**src/baba_pkg.sv**
```systemverilog
package baba_pkg;

  localparam int MAP_WORDS   = 8;
  localparam int WORD_W      = 32;
  localparam int BIT_IDX_W   = $clog2(WORD_W);
  localparam int WIDX_W      = (MAP_WORDS > 1) ? $clog2(MAP_WORDS) : 1;
  localparam int MAP_BITS    = MAP_WORDS * WORD_W;
  localparam int ADDR_W      = 8;
  localparam int LAST_USABLE = 247;

  typedef enum logic [1:0] {
    OP_REQUEST = 2'd0,
    OP_ACQUIRE = 2'd1,
    OP_RELEASE = 2'd2,
    OP_INIT    = 2'd3
  } op_e;

  typedef enum logic [1:0] {
    ST_OK        = 2'd0,
    ST_IN_USE    = 2'd1,
    ST_INVALID   = 2'd2,
    ST_NONE_FREE = 2'd3
  } status_e;

  typedef struct packed {
    logic load;
    logic step;
    logic push;
  } cmd_t;

  typedef struct packed {
    logic done;
  } sts_t;

  // Initial contents of one map word: every address free except the
  // broadcast address and the reserved addresses above the usable range.
  function automatic logic [WORD_W-1:0] init_word(input int w);
    logic [WORD_W-1:0] v;
    int a;
    v = '0;
    for (int b = 0; b < WORD_W; b++) begin
      a = w * WORD_W + b;
      v[b] = (a != 0) && (a <= LAST_USABLE);
    end
    return v;
  endfunction

endpackage

```
**src/baba_if.sv**
```systemverilog
interface baba_req_if;
  import baba_pkg::*;
  logic              valid;
  logic              ready;
  logic [1:0]        operation;
  logic [ADDR_W-1:0] address;

  modport source (output valid, output operation, output address, input ready);
  modport sink (input valid, input operation, input address, output ready);
endinterface

interface baba_rsp_if;
  import baba_pkg::*;
  logic              valid;
  logic              ready;
  logic [1:0]        status;
  logic [ADDR_W-1:0] granted_address;

  modport source (output valid, output status, output granted_address, input ready);
  modport sink (input valid, input status, input granted_address, output ready);
endinterface

```
**src/baba_ctrl.sv**
```systemverilog
module baba_ctrl
  import baba_pkg::*;
(
  input  logic clk_i,
  input  logic rst_ni,
  input  logic in_valid_i,
  output logic in_ready_o,
  output logic out_valid_o,
  input  logic out_ready_i,
  input  sts_t sts_i,
  output cmd_t cmd_o
);

  typedef enum logic [1:0] {
    S_IDLE,
    S_EXEC,
    S_RESULT
  } state_e;

  state_e state_q, state_d;
  logic   out_valid_q, out_valid_d;
  logic   slot_free;

  assign slot_free = !out_valid_q || out_ready_i;

  always_comb begin
    state_d     = state_q;
    out_valid_d = out_valid_q && !out_ready_i;
    cmd_o       = '0;
    case (state_q)
      S_IDLE: begin
        if (in_valid_i) begin
          cmd_o.load = 1'b1;
          state_d    = S_EXEC;
        end
      end
      S_EXEC: begin
        cmd_o.step = 1'b1;
        if (sts_i.done) begin
          state_d = S_RESULT;
        end
      end
      S_RESULT: begin
        if (slot_free) begin
          cmd_o.push  = 1'b1;
          out_valid_d = 1'b1;
          state_d     = S_IDLE;
        end
      end
      default: state_d = S_IDLE;
    endcase
  end

  always_ff @(posedge clk_i or negedge rst_ni) begin
    if (!rst_ni) begin
      state_q     <= S_IDLE;
      out_valid_q <= 1'b0;
    end else begin
      state_q     <= state_d;
      out_valid_q <= out_valid_d;
    end
  end

  assign in_ready_o  = (state_q == S_IDLE);
  assign out_valid_o = out_valid_q;

endmodule

```
**src/baba_dpath.sv**
```systemverilog
module baba_dpath
  import baba_pkg::*;
(
  input  logic              clk_i,
  input  logic              rst_ni,
  input  cmd_t              cmd_i,
  output sts_t              sts_o,
  input  logic [1:0]        operation_i,
  input  logic [ADDR_W-1:0] address_i,
  output logic [1:0]        status_o,
  output logic [ADDR_W-1:0] granted_address_o
);

  localparam logic [WIDX_W-1:0] LAST_WORD = WIDX_W'(MAP_WORDS - 1);

  logic [WORD_W-1:0]    map_q [MAP_WORDS];
  op_e                  op_q;
  logic [ADDR_W-1:0]    addr_q;
  logic [WIDX_W-1:0]    wi_q;
  status_e              res_status_q, res_status_d;
  logic [ADDR_W-1:0]    res_grant_q, res_grant_d;
  logic [1:0]           out_status_q;
  logic [ADDR_W-1:0]    out_grant_q;

  logic [WIDX_W-1:0]    addr_word;
  logic [BIT_IDX_W-1:0] addr_bit;
  logic                 addr_ok;
  logic [WIDX_W-1:0]    rd_idx;
  logic [WORD_W-1:0]    rd_word;
  logic [BIT_IDX_W-1:0] first_bit;
  logic                 done;
  logic                 wi_inc;
  logic                 wr_en;
  logic                 map_init;
  logic [WORD_W-1:0]    wr_data;

  assign addr_word = addr_q[BIT_IDX_W +: WIDX_W];
  assign addr_bit  = addr_q[BIT_IDX_W-1:0];
  assign addr_ok   = (int'(addr_q) <= LAST_USABLE) && (int'(addr_q) < MAP_BITS);
  assign rd_idx    = (op_q == OP_REQUEST) ? wi_q : addr_word;
  assign rd_word   = map_q[rd_idx];

  always_comb begin
    first_bit = '0;
    for (int i = WORD_W - 1; i >= 0; i--) begin
      if (rd_word[i]) begin
        first_bit = BIT_IDX_W'(i);
      end
    end
  end

  always_comb begin
    done         = 1'b0;
    wi_inc       = 1'b0;
    wr_en        = 1'b0;
    map_init     = 1'b0;
    wr_data      = rd_word;
    res_status_d = ST_OK;
    res_grant_d  = '0;
    case (op_q)
      OP_REQUEST: begin
        if (|rd_word) begin
          done        = 1'b1;
          res_grant_d = ADDR_W'({wi_q, first_bit});
          if (res_grant_d != '0) begin
            wr_en   = 1'b1;
            wr_data = rd_word & ~(WORD_W'(1) << first_bit);
          end
        end else if (wi_q == LAST_WORD) begin
          done         = 1'b1;
          res_status_d = ST_NONE_FREE;
        end else begin
          wi_inc = 1'b1;
        end
      end
      OP_ACQUIRE: begin
        done = 1'b1;
        if (!addr_ok) begin
          res_status_d = ST_INVALID;
        end else if (!rd_word[addr_bit]) begin
          res_status_d = ST_IN_USE;
        end else begin
          wr_en   = 1'b1;
          wr_data = rd_word & ~(WORD_W'(1) << addr_bit);
        end
      end
      OP_RELEASE: begin
        done = 1'b1;
        if (!addr_ok) begin
          res_status_d = ST_INVALID;
        end else begin
          wr_en   = 1'b1;
          wr_data = rd_word | (WORD_W'(1) << addr_bit);
        end
      end
      OP_INIT: begin
        done     = 1'b1;
        map_init = 1'b1;
      end
      default: done = 1'b1;
    endcase
  end

  assign sts_o.done = cmd_i.step && done;

  always_ff @(posedge clk_i or negedge rst_ni) begin
    if (!rst_ni) begin
      for (int w = 0; w < MAP_WORDS; w++) begin
        map_q[w] <= init_word(w);
      end
    end else if (cmd_i.step) begin
      if (map_init) begin
        for (int w = 0; w < MAP_WORDS; w++) begin
          map_q[w] <= init_word(w);
        end
      end else if (wr_en) begin
        map_q[rd_idx] <= wr_data;
      end
    end
  end

  always_ff @(posedge clk_i) begin
    if (cmd_i.load) begin
      op_q   <= op_e'(operation_i);
      addr_q <= address_i;
      wi_q   <= '0;
    end else if (cmd_i.step && wi_inc) begin
      wi_q <= wi_q + WIDX_W'(1);
    end
    if (cmd_i.step && done) begin
      res_status_q <= res_status_d;
      res_grant_q  <= res_grant_d;
    end
    if (cmd_i.push) begin
      out_status_q <= res_status_q;
      out_grant_q  <= res_grant_q;
    end
  end

  assign status_o          = out_status_q;
  assign granted_address_o = out_grant_q;

endmodule

```
**src/bus_address_bitmap_allocator_core.sv**
```systemverilog
// Channel  | Direction | Payload
// req_i    | in        | operation (2 bits), address (8 bits)
// rsp_o    | out       | status (2 bits), granted_address (8 bits)
//
// An item is taken, executed, and its result moved to the output register.
// Acquire, release and reinitialize pass the execute state once; a request scans the
// map one 32-bit word per cycle up to the first word with a free bit or the last word.
// Reset restores the map to its initial contents and empties the output register.
// A stalled result waits in the output register while the next item is accepted.
module bus_address_bitmap_allocator_core
  import baba_pkg::*;
(
  input  logic       clk_i,
  input  logic       rst_ni,
  baba_req_if.sink   req_i,
  baba_rsp_if.source rsp_o
);

  cmd_t cmd;
  sts_t sts;

  baba_ctrl u_ctrl (
    .clk_i      (clk_i),
    .rst_ni     (rst_ni),
    .in_valid_i (req_i.valid),
    .in_ready_o (req_i.ready),
    .out_valid_o(rsp_o.valid),
    .out_ready_i(rsp_o.ready),
    .sts_i      (sts),
    .cmd_o      (cmd)
  );

  baba_dpath u_dpath (
    .clk_i            (clk_i),
    .rst_ni           (rst_ni),
    .cmd_i            (cmd),
    .sts_o            (sts),
    .operation_i      (req_i.operation),
    .address_i        (req_i.address),
    .status_o         (rsp_o.status),
    .granted_address_o(rsp_o.granted_address)
  );

endmodule

```
**src/flat_wrapper.sv**
```systemverilog
// flat-port wrapper written by rule: the top's interface ports become plain ports
module bus_address_bitmap_allocator_core_flat import baba_pkg::*;
  (clk_i, rst_ni, req_i_valid, req_i_operation, req_i_address, req_i_ready, rsp_o_valid, rsp_o_status, rsp_o_granted_address, rsp_o_ready);
  baba_req_if req_i_i ();
  baba_rsp_if rsp_o_i ();
  input  logic clk_i;
  input  logic rst_ni;
  input wire logic [$bits(req_i_i.valid)-1:0] req_i_valid;
  input wire logic [$bits(req_i_i.operation)-1:0] req_i_operation;
  input wire logic [$bits(req_i_i.address)-1:0] req_i_address;
  output wire logic [$bits(req_i_i.ready)-1:0] req_i_ready;
  output wire logic [$bits(rsp_o_i.valid)-1:0] rsp_o_valid;
  output wire logic [$bits(rsp_o_i.status)-1:0] rsp_o_status;
  output wire logic [$bits(rsp_o_i.granted_address)-1:0] rsp_o_granted_address;
  input wire logic [$bits(rsp_o_i.ready)-1:0] rsp_o_ready;
  assign req_i_i.valid = req_i_valid;
  assign req_i_i.operation = req_i_operation;
  assign req_i_i.address = req_i_address;
  assign req_i_ready = req_i_i.ready;
  assign rsp_o_valid = rsp_o_i.valid;
  assign rsp_o_status = rsp_o_i.status;
  assign rsp_o_granted_address = rsp_o_i.granted_address;
  assign rsp_o_i.ready = rsp_o_ready;
  bus_address_bitmap_allocator_core u_core (.clk_i(clk_i), .rst_ni(rst_ni), .req_i(req_i_i), .rsp_o(rsp_o_i));
endmodule
```
**config.mk**
```make
export PLATFORM = sky130hd
export DESIGN_NAME = bus_address_bitmap_allocator_core_flat
export DESIGN_NICKNAME = d
export VERILOG_FILES = /design/src/baba_pkg.sv /design/src/baba_if.sv /design/src/baba_ctrl.sv /design/src/baba_dpath.sv /design/src/bus_address_bitmap_allocator_core.sv /design/src/flat_wrapper.sv
export SDC_FILE = /design/constraint.sdc
export NUM_CORES = 1
export LEC_CHECK = 0
export CORE_MARGIN = 1
export CORE_UTILIZATION = 46
export CTS_CLUSTER_DIAMETER = 40
export CTS_CLUSTER_SIZE = 28
export DETAILED_ROUTE_END_ITERATION = 16
export DONT_BUFFER_PORTS = 1
export GPL_TIMING_DRIVEN = 0
export PLACE_DENSITY = 0.64
export SYNTH_ARGS = -nofsm -noshare
export SYNTH_HDL_FRONTEND = slang
export SYNTH_HIERARCHICAL = 1
export SYNTH_SLANG_ARGS = --single-unit
```
**constraint.sdc**
```tcl
create_clock -name clk_i -period 8.6 [get_ports clk_i]
set_clock_uncertainty 0.1 [all_clocks]
set_input_delay 0.43 -clock clk_i [delete_from_list [all_inputs] [get_ports clk_i]]
set_output_delay 0.43 -clock clk_i [all_outputs]
set_load 0.01 [all_outputs]
```
### Word level (Yosys, flattened, before mapping)

Index checks and enable logic that the tools add are counted.

* output and inout port bits: 12
* bits of input ports: 14
* register bits after elaboration: 292
* word-level logic and storage cells: 134

* shifts and indexed selects: 2
* muxes and demuxes: 79
* magnitude comparators: 4
* reduce and logical (&&, ||, !) cells: 16
* equality and inequality tests: 9
* bitwise gates (word level): 6
* add/subtract/negate cells: 1

Operators with widths (number)
* $mux W256: 2
* $bwmux W256: 1
* $mux W32: 8
* $mux W5: 32
* $bmux W32 S3: 1
* $demux W32 S3: 1
* $pmux W32 S3: 1
* $and A32 B32 Y32: 2
* $not A32 Y32: 2
* $shl A1 B5 Y32 const A: 2
* $or A32 B32 Y32: 1
* $reduce_or A32 Y1: 1
* $mux W1: 20
* $mux W2: 7
* $pmux W2 S3: 2
* $le A8 B8 Y1 const B: 1
* $reduce_bool A8 Y1: 1
* $eq A2 B2 Y1 const B: 3
* $lt A5 B6 Y1 const B: 1
* $bmux W1 S5: 1
* $eq A2 B1 Y1 const B: 2
* $ge A4 B4 Y1 const B: 1
* $logic_and A1 B1 Y1: 4
* $logic_not A2 Y1: 2
* 15 further kinds: 18

### Logic depth before layout (Yosys ltp)

* word-level depth: 47
* gate-level depth with buffers: 18

### Modules after synthesis

The synthesis kept the hierarchy.

By module, submodules not included
* baba_dpath: area an instance 16833.6 um2, times used 1, cells each 1527
* baba_ctrl: area an instance 153.9 um2, times used 1, cells each 15

### Worst setup path before layout

No wires, ideal clock.

* path type: register to register
* from: reg u_core.u_dpath.op_q[0]
* to: reg u_core/u_dpath/map_q[90] (netlist name)
* path slack: 4281 ps
* arrival: 4137 ps
* cell stages (with the launch flop): 17
* library setup time: 82 ps
* required time: 8418 ps
* path buffers: 5
* cells stage by stage: edfxtp_1 > or3b_1 > clkbuf_2 > nand2_1 > buf_2 > mux2_2 > a222oi_1 > nand2_1 > nor4_4 > nand2_2 > nor3_4 > o31a_1 > buf_6 > a31oi_1 > buf_4 > buf_6 > mux2_4

* word-level cells in the longest chain between the ends: 47
* elaborated cells on any way between the ends: 72
* those cells by class: order compare: 2; eq/ne: 3; shift: 1; mux: 55; bitwise: 5; reduce/logical: 6

Ends and longest elaborated chain
* start, declared: line baba_dpath.sv:17 `op_e op_q;`
* start signal, assigned: line baba_dpath.sv:124 `op_q <= op_e'(operation_i);`
* $logic_not A2 Y1: line baba_dpath.sv:40, baba_dpath.sv:60
* $mux W3: line baba_dpath.sv:40 `assign rd_idx = (op_q == OP_REQUEST) ? wi_q : addr_word;`
* $not A3 Y4 (not written as such): line baba_dpath.sv:41, baba_dpath.sv:117
* $bmux W32 S3: line baba_dpath.sv:41 `assign rd_word = map_q[rd_idx];`
* $mux W32 (not written as such) (2 in series): line baba_dpath.sv:41
* $mux W5 (32 in series): line baba_dpath.sv:46 `if (rd_word[i]) begin`
* $shl A1 B5 Y32: line baba_dpath.sv:67 `wr_data = rd_word & ~(WORD_W'(1) << first_bit);`
* $not A32 Y32: line baba_dpath.sv:67
* $and A32 B32 Y32: line baba_dpath.sv:67
* $mux W32: line baba_dpath.sv:65 `if (res_grant_d != '0) begin`
* $mux W32: line baba_dpath.sv:62 `if (|rd_word) begin`
* $pmux W32 S3: line baba_dpath.sv:60 `case (op_q)`
* $bwmux W256: line baba_dpath.sv:117 `map_q[rd_idx] <= wr_data;`
* $mux W256: line baba_dpath.sv:116 `end else if (wr_en) begin`
* $mux W256: line baba_dpath.sv:112 `if (map_init) begin`
* end signal, assigned by index: line baba_dpath.sv:109 `map_q[w] <= init_word(w);`
* end signal, assigned by index: line baba_dpath.sv:114 `map_q[w] <= init_word(w);`
* end signal, assigned by index: line baba_dpath.sv:117
* end, declared: line baba_dpath.sv:16 `logic [WORD_W-1:0] map_q [MAP_WORDS];`

Parallel ways exist; a longest one is shown, timed or not. The select of a mux whose other input is x is not followed.
A chain may end at the register's enable or synchronous reset.

### Final worst setup path

* from: reg u_core.u_dpath.wi_q[2]
* to: reg u_core/u_dpath/map_q[68] (netlist name)

* word-level cells in the longest chain between the ends: 46
* elaborated cells on any way between the ends: 67
* those cells by class: order compare: 2; shift: 1; mux: 54; bitwise: 5; reduce/logical: 5

Ends and longest elaborated chain
* start, declared: line baba_dpath.sv:19 `logic [WIDX_W-1:0] wi_q;`
* start signal, assigned: line baba_dpath.sv:128 `wi_q <= wi_q + WIDX_W'(1);`
* $mux W3: line baba_dpath.sv:40
* $not A3 Y4 (not written as such): line baba_dpath.sv:41, baba_dpath.sv:117
* $bmux W32 S3: line baba_dpath.sv:41
* $mux W32 (not written as such) (2 in series): line baba_dpath.sv:41
* $mux W5 (32 in series): line baba_dpath.sv:46
* $shl A1 B5 Y32: line baba_dpath.sv:67
* $not A32 Y32: line baba_dpath.sv:67
* $and A32 B32 Y32: line baba_dpath.sv:67
* $mux W32: line baba_dpath.sv:65
* $mux W32: line baba_dpath.sv:62
* $pmux W32 S3: line baba_dpath.sv:60
* $bwmux W256: line baba_dpath.sv:117
* $mux W256: line baba_dpath.sv:116
* $mux W256: line baba_dpath.sv:112

Parallel ways exist; a longest one is shown, timed or not. The select of a mux whose other input is x is not followed.

==> reports/metrics.csv <==
stage,metric,value,unit
setup_path,Worst Path Max Fanout,10,
synth,Post-synth EDFFs,30,
placement,dpl hpwl,48550,µm
setup_path,Setup crit start kind,flop,
cts,Post CTS Setup Buffer Count,0,
timing,minimum clock period,6997,ps
floorplan,num ports,26,
job,Max Cap Viol,2,
setup_path,Setup Crit Path Kind,reg2reg,
setup_path,CP endpoint kind,flop,
cts,CTS tree,yes,
timing,fin crit share,0.8136,
global_routing,number of global-route vias before repair,13920,
finish,share of layout cells above drive strength 1,0.3837,
pwr,PwrDens,464.2,nW/µm²
min_path,HP Class,in2async,
timing,setup_tns,0,ps
cts,Num CTS Buffers,47,
timing,Slew headroom,-0.04718,
synth,Post-Syn Instances,1542,
run_status,status,finished with violations,
pwr,maximum VDD drop,239.8,µV
synth,Yosys reg bits,292,
pwr,overall power consumption,9.011,mW
timing,Final Hold Fails,0,
global_routing,overall routing resource usage,0.3596,
finish,Diodes inserted,0,
floorplan,Core Rows,70,
global_routing,largest net degree at the start of global routing,260,
setup_path,Worst Path Arrival,7330,ps
finish,Filler Cells Inserted,3185,
setup_path,Max stage delay on crit path,1270,ps
synth,YS warnings,6,
detailed_routing,drt drc,0,
cts,CTS sink cnt,292,
timing,fmax,142.9,MHz
cts,Root Driver,clkbuf_16,
cts,H-tree levels,2,
cts,Worst-path clk slew,60,ps
synth,Main synth FF type,dfstp_2,
placement,gp weighted congestion,1.038,
global_routing,initial antenna violation count,0,
run_status,violated checks,"max-capacitance violations, max-slew violations",
finish,Post-Layout Inst Area,19410,µm²
detailed_routing,Antenna Nets Post-Route,0,
finish,final core occ,0.5328,
global_routing,met2 Use GR,0.5425,
detailed_routing,total number of vias,14560,
synth,Post-synth ARST share,0.8870,
finish,area grow syn2layout,14.27,%
setup_path,WP data required,8930,ps
placement,DP Area,17590,µm²
timing,measured slew at the worst slew-check pin,1557,ps
cts,Max Root-Sink Buffers,3,
global_routing,grt met1 use,0.4859,
synth,count of different cell masters after synthesis,112,
cts,clock latency at the later pin of the worst-skew pair,580,ps
cts,CTS resizes,0,
detailed_routing,DR iter-0 viols,1994,
setup_path,r2r setup slk,1600,ps
synth,post-synth net total,1558,
timing,worst hold margin,283.7,ps
pwr,Pleak,7.323,nW
floorplan,Chip Height,194.2,µm
setup_path,CP Launch Point,u_core/u_dpath/wi_q[2]$_SDFFE_PP0P_,
global_routing,fraction of met3 tracks used by global routing,0.07775,
finish,Post-layout nets,1625,
setup_path,Crit Reg-Reg Startpoint,u_core/u_dpath/wi_q[2]$_SDFFE_PP0P_,
setup_path,most used cell along the critical path,nor2_1,
global_routing,Top Usage Layer GRT,met2,
placement,Port Buffers,0,
setup_path,worst-path cell chain,"clkbuf_1, nor2_1, o21ai_0, nor2_1, a2111oi_0, a2111oi_0, o311ai_1, a211oi_2, nor2_1, clkbuf_1, nand2_1, o31ai_1, mux2i_1",
global_routing,gr ovfl total,0,
synth,syn_area_per_cell,11.02,µm²
floorplan,Starting Density,0.4662,
floorplan,core box area,36430,µm²
setup_path,Critical-path top delay cell,o31ai_1,
timing,RSZ-0062 raised after global routing,no,
floorplan,Die X,194.2,µm
timing,final setup vio count,0,
global_routing,first-pass GRT wire length,98240,µm
floorplan,DIE AREA,37700,µm²
synth,synthesized cell area,16990,µm²
synth,post-synthesis sequential area ratio,0.4563,
detailed_routing,Routed WL per cell,32.16,µm
detailed_routing,final wirelength,68020,µm
detailed_routing,first drt pass iteration count,5,
timing,Pins Over Slew Limit,23,
detailed_routing,DR vias/cell,6.882,
## repair_timing
item / CTS / global route
hold buffers: 14 / 0
hold endpoints to repair: 272 / 0
endpoints found under the setup margin: 0 / 0
## cells in the mapped netlist, types with 8 or more instances
master | n | area share
nand2_1 | 95 | 0.021
a221oi_1 | 17 | 0.0088
mux2i_1 | 31 | 0.018
a21boi_0 | 11 | 0.0049
mux2_1 | 9 | 0.0060
mux2_4 | 58 | 0.051
a221o_1 | 10 | 0.0059
o31a_1 | 9 | 0.0046
o21a_1 | 8 | 0.0035
a22o_1 | 9 | 0.0046
clkbuf_1 | 52 | 0.011
nor2_1 | 85 | 0.019
a22oi_1 | 19 | 0.0084
o32a_1 | 23 | 0.014
o211ai_1 | 11 | 0.0049
o22a_1 | 8 | 0.0041
nor2b_1 | 13 | 0.0048
dfstp_2 | 247 | 0.38
buf_6 | 16 | 0.011
a32oi_1 | 29 | 0.015
buf_2 | 31 | 0.0091
a211oi_1 | 11 | 0.0049
o21ai_0 | 86 | 0.025
o2111ai_1 | 12 | 0.0062
a311oi_1 | 8 | 0.0041
nand2b_1 | 14 | 0.0052
nand3_1 | 56 | 0.016
a21oi_1 | 65 | 0.019
dfrtp_1 | 12 | 0.018
o31ai_1 | 18 | 0.0080
inv_1 | 56 | 0.012
and2_1 | 20 | 0.0074
mux2_2 | 124 | 0.082
and3_1 | 11 | 0.0041
edfxtp_1 | 30 | 0.053
nor3_1 | 21 | 0.0062
a31oi_1 | 15 | 0.0055
o32ai_1 | 10 | 0.0052
## per-layer routing
layer / share of wire / wire length (µm)
met1: 0.40 / 27520
met2: 0.44 / 30050
met3: 0.10 / 6798
met4: 0.054 / 3648
met5: 0 / 0
## stage by stage
stage,cells,setup slack [ps]
after floorplan,1542,4281
after global placement,2010,1730
after detailed placement,2012,1889
after global routing,2115,1393
after CTS,2113,1837
final,2115,1603
## kinds of logic after synthesis
kind of cell | Yosys count | share of synthesized area
and+or+nand+nor | 374 | 0.1155
muxes | 225 | 0.1617
xor gates and xnor gates | 1 | 0.0005157
adders and majority gates | 2 | 0.001473
buffers and inverters | 168 | 0.04787
DFF | 292 | 0.4563
AOI/OAI and AO/OA | 480 | 0.2167
## layout make-up
type | instances | area (µm²) | share of cell area
tap | 468 | 585.6 | 0.03017
sequential | 292 | 7751 | 0.3993
clock inverter | 32 | 390.4 | 0.02011
inverter | 58 | 217.7 | 0.01122
timing repair buffer | 18 | 205.2 | 0.01057
clock buffer | 55 | 1237 | 0.06375
buffer | 110 | 595.6 | 0.03068
multi-input combinational | 1082 | 8428 | 0.4342
## path summary, 6_finish.rpt
path,to,cells after the start
worst max-delay path,u_core/u_dpath/map_q[68]$_DFFE_PN1P_,13
worst min-delay path,u_core/u_ctrl/state_q[0]$_DFFE_PN0P_,2
worst max register to register,u_core/u_dpath/map_q[68]$_DFFE_PN1P_,13
worst min register to register,u_core/u_dpath/granted_address_o[6]$_DFFE_PP_,0
max in group asynchronous,u_core/u_dpath/map_q[31]$_DFFE_PN0P_,3
min in group clk_i,u_core/u_dpath/granted_address_o[6]$_DFFE_PP_,0
## registers in the layout, summed over array words and instances (netlist names)
signal                            cells
u_core/u_dpath/status_o               2
u_core/u_dpath/addr_q                 8
u_core/u_dpath/res_status_q           2
u_core/u_ctrl/out_valid_o             1
u_core/u_ctrl/state_q                 2
u_core/u_dpath/wi_q                   3
u_core/u_dpath/op_q                   2
u_core/u_dpath/res_grant_q            8
u_core/u_dpath/map_q                256
u_core/u_dpath/granted_address_o      8
## worst max-delay path: cells and delay by family, from the launching register on
kind	cells	cell delay (ps)
AOI/OAI and AO/OA	6	4160
buffers and inverters	2	1070
DFF	1	530
muxes	1	210
and+or+nand+nor	4	760
## placed cells by master (no fill, tap or decap), drive strengths merged, types with 10 or more instances in the layout
cell type    Yosys  final
o31ai           19     19
edfxtp          30     30
o32ai           10     10
a21boi          13     13
dfstp          247    247
a21oi           66     66
mux2i           31     31
nand2           96     96
nor2            87     87
o32a            23     23
inv             56     70
clkbuf          53    108
a211oi          17     17
a221oi          19     19
nor2b           14     14
and2            20     20
buf             57     62
o211ai          11     11
o2111ai         12     12
mux2           191    191
nand3           57     57
o21ai           96     96
a22oi           21     21
dlygate4sd3      0     13
or2             10     10
nand2b          14     14
nor3            23     23
and3            11     11
a32oi           29     29
o21a            10     10
a31oi           20     20
clkinv           2     15
a221o           10     10
dfrtp           12     12
## power breakdown
part	switching (mW)	internal, mW	total [mW]
clock network	0.756	1.19	1.94
logic	2.73	1.50	4.23
registers	0.368	2.47	2.84
No activity file was read; power rests on OpenSTA's default activity.
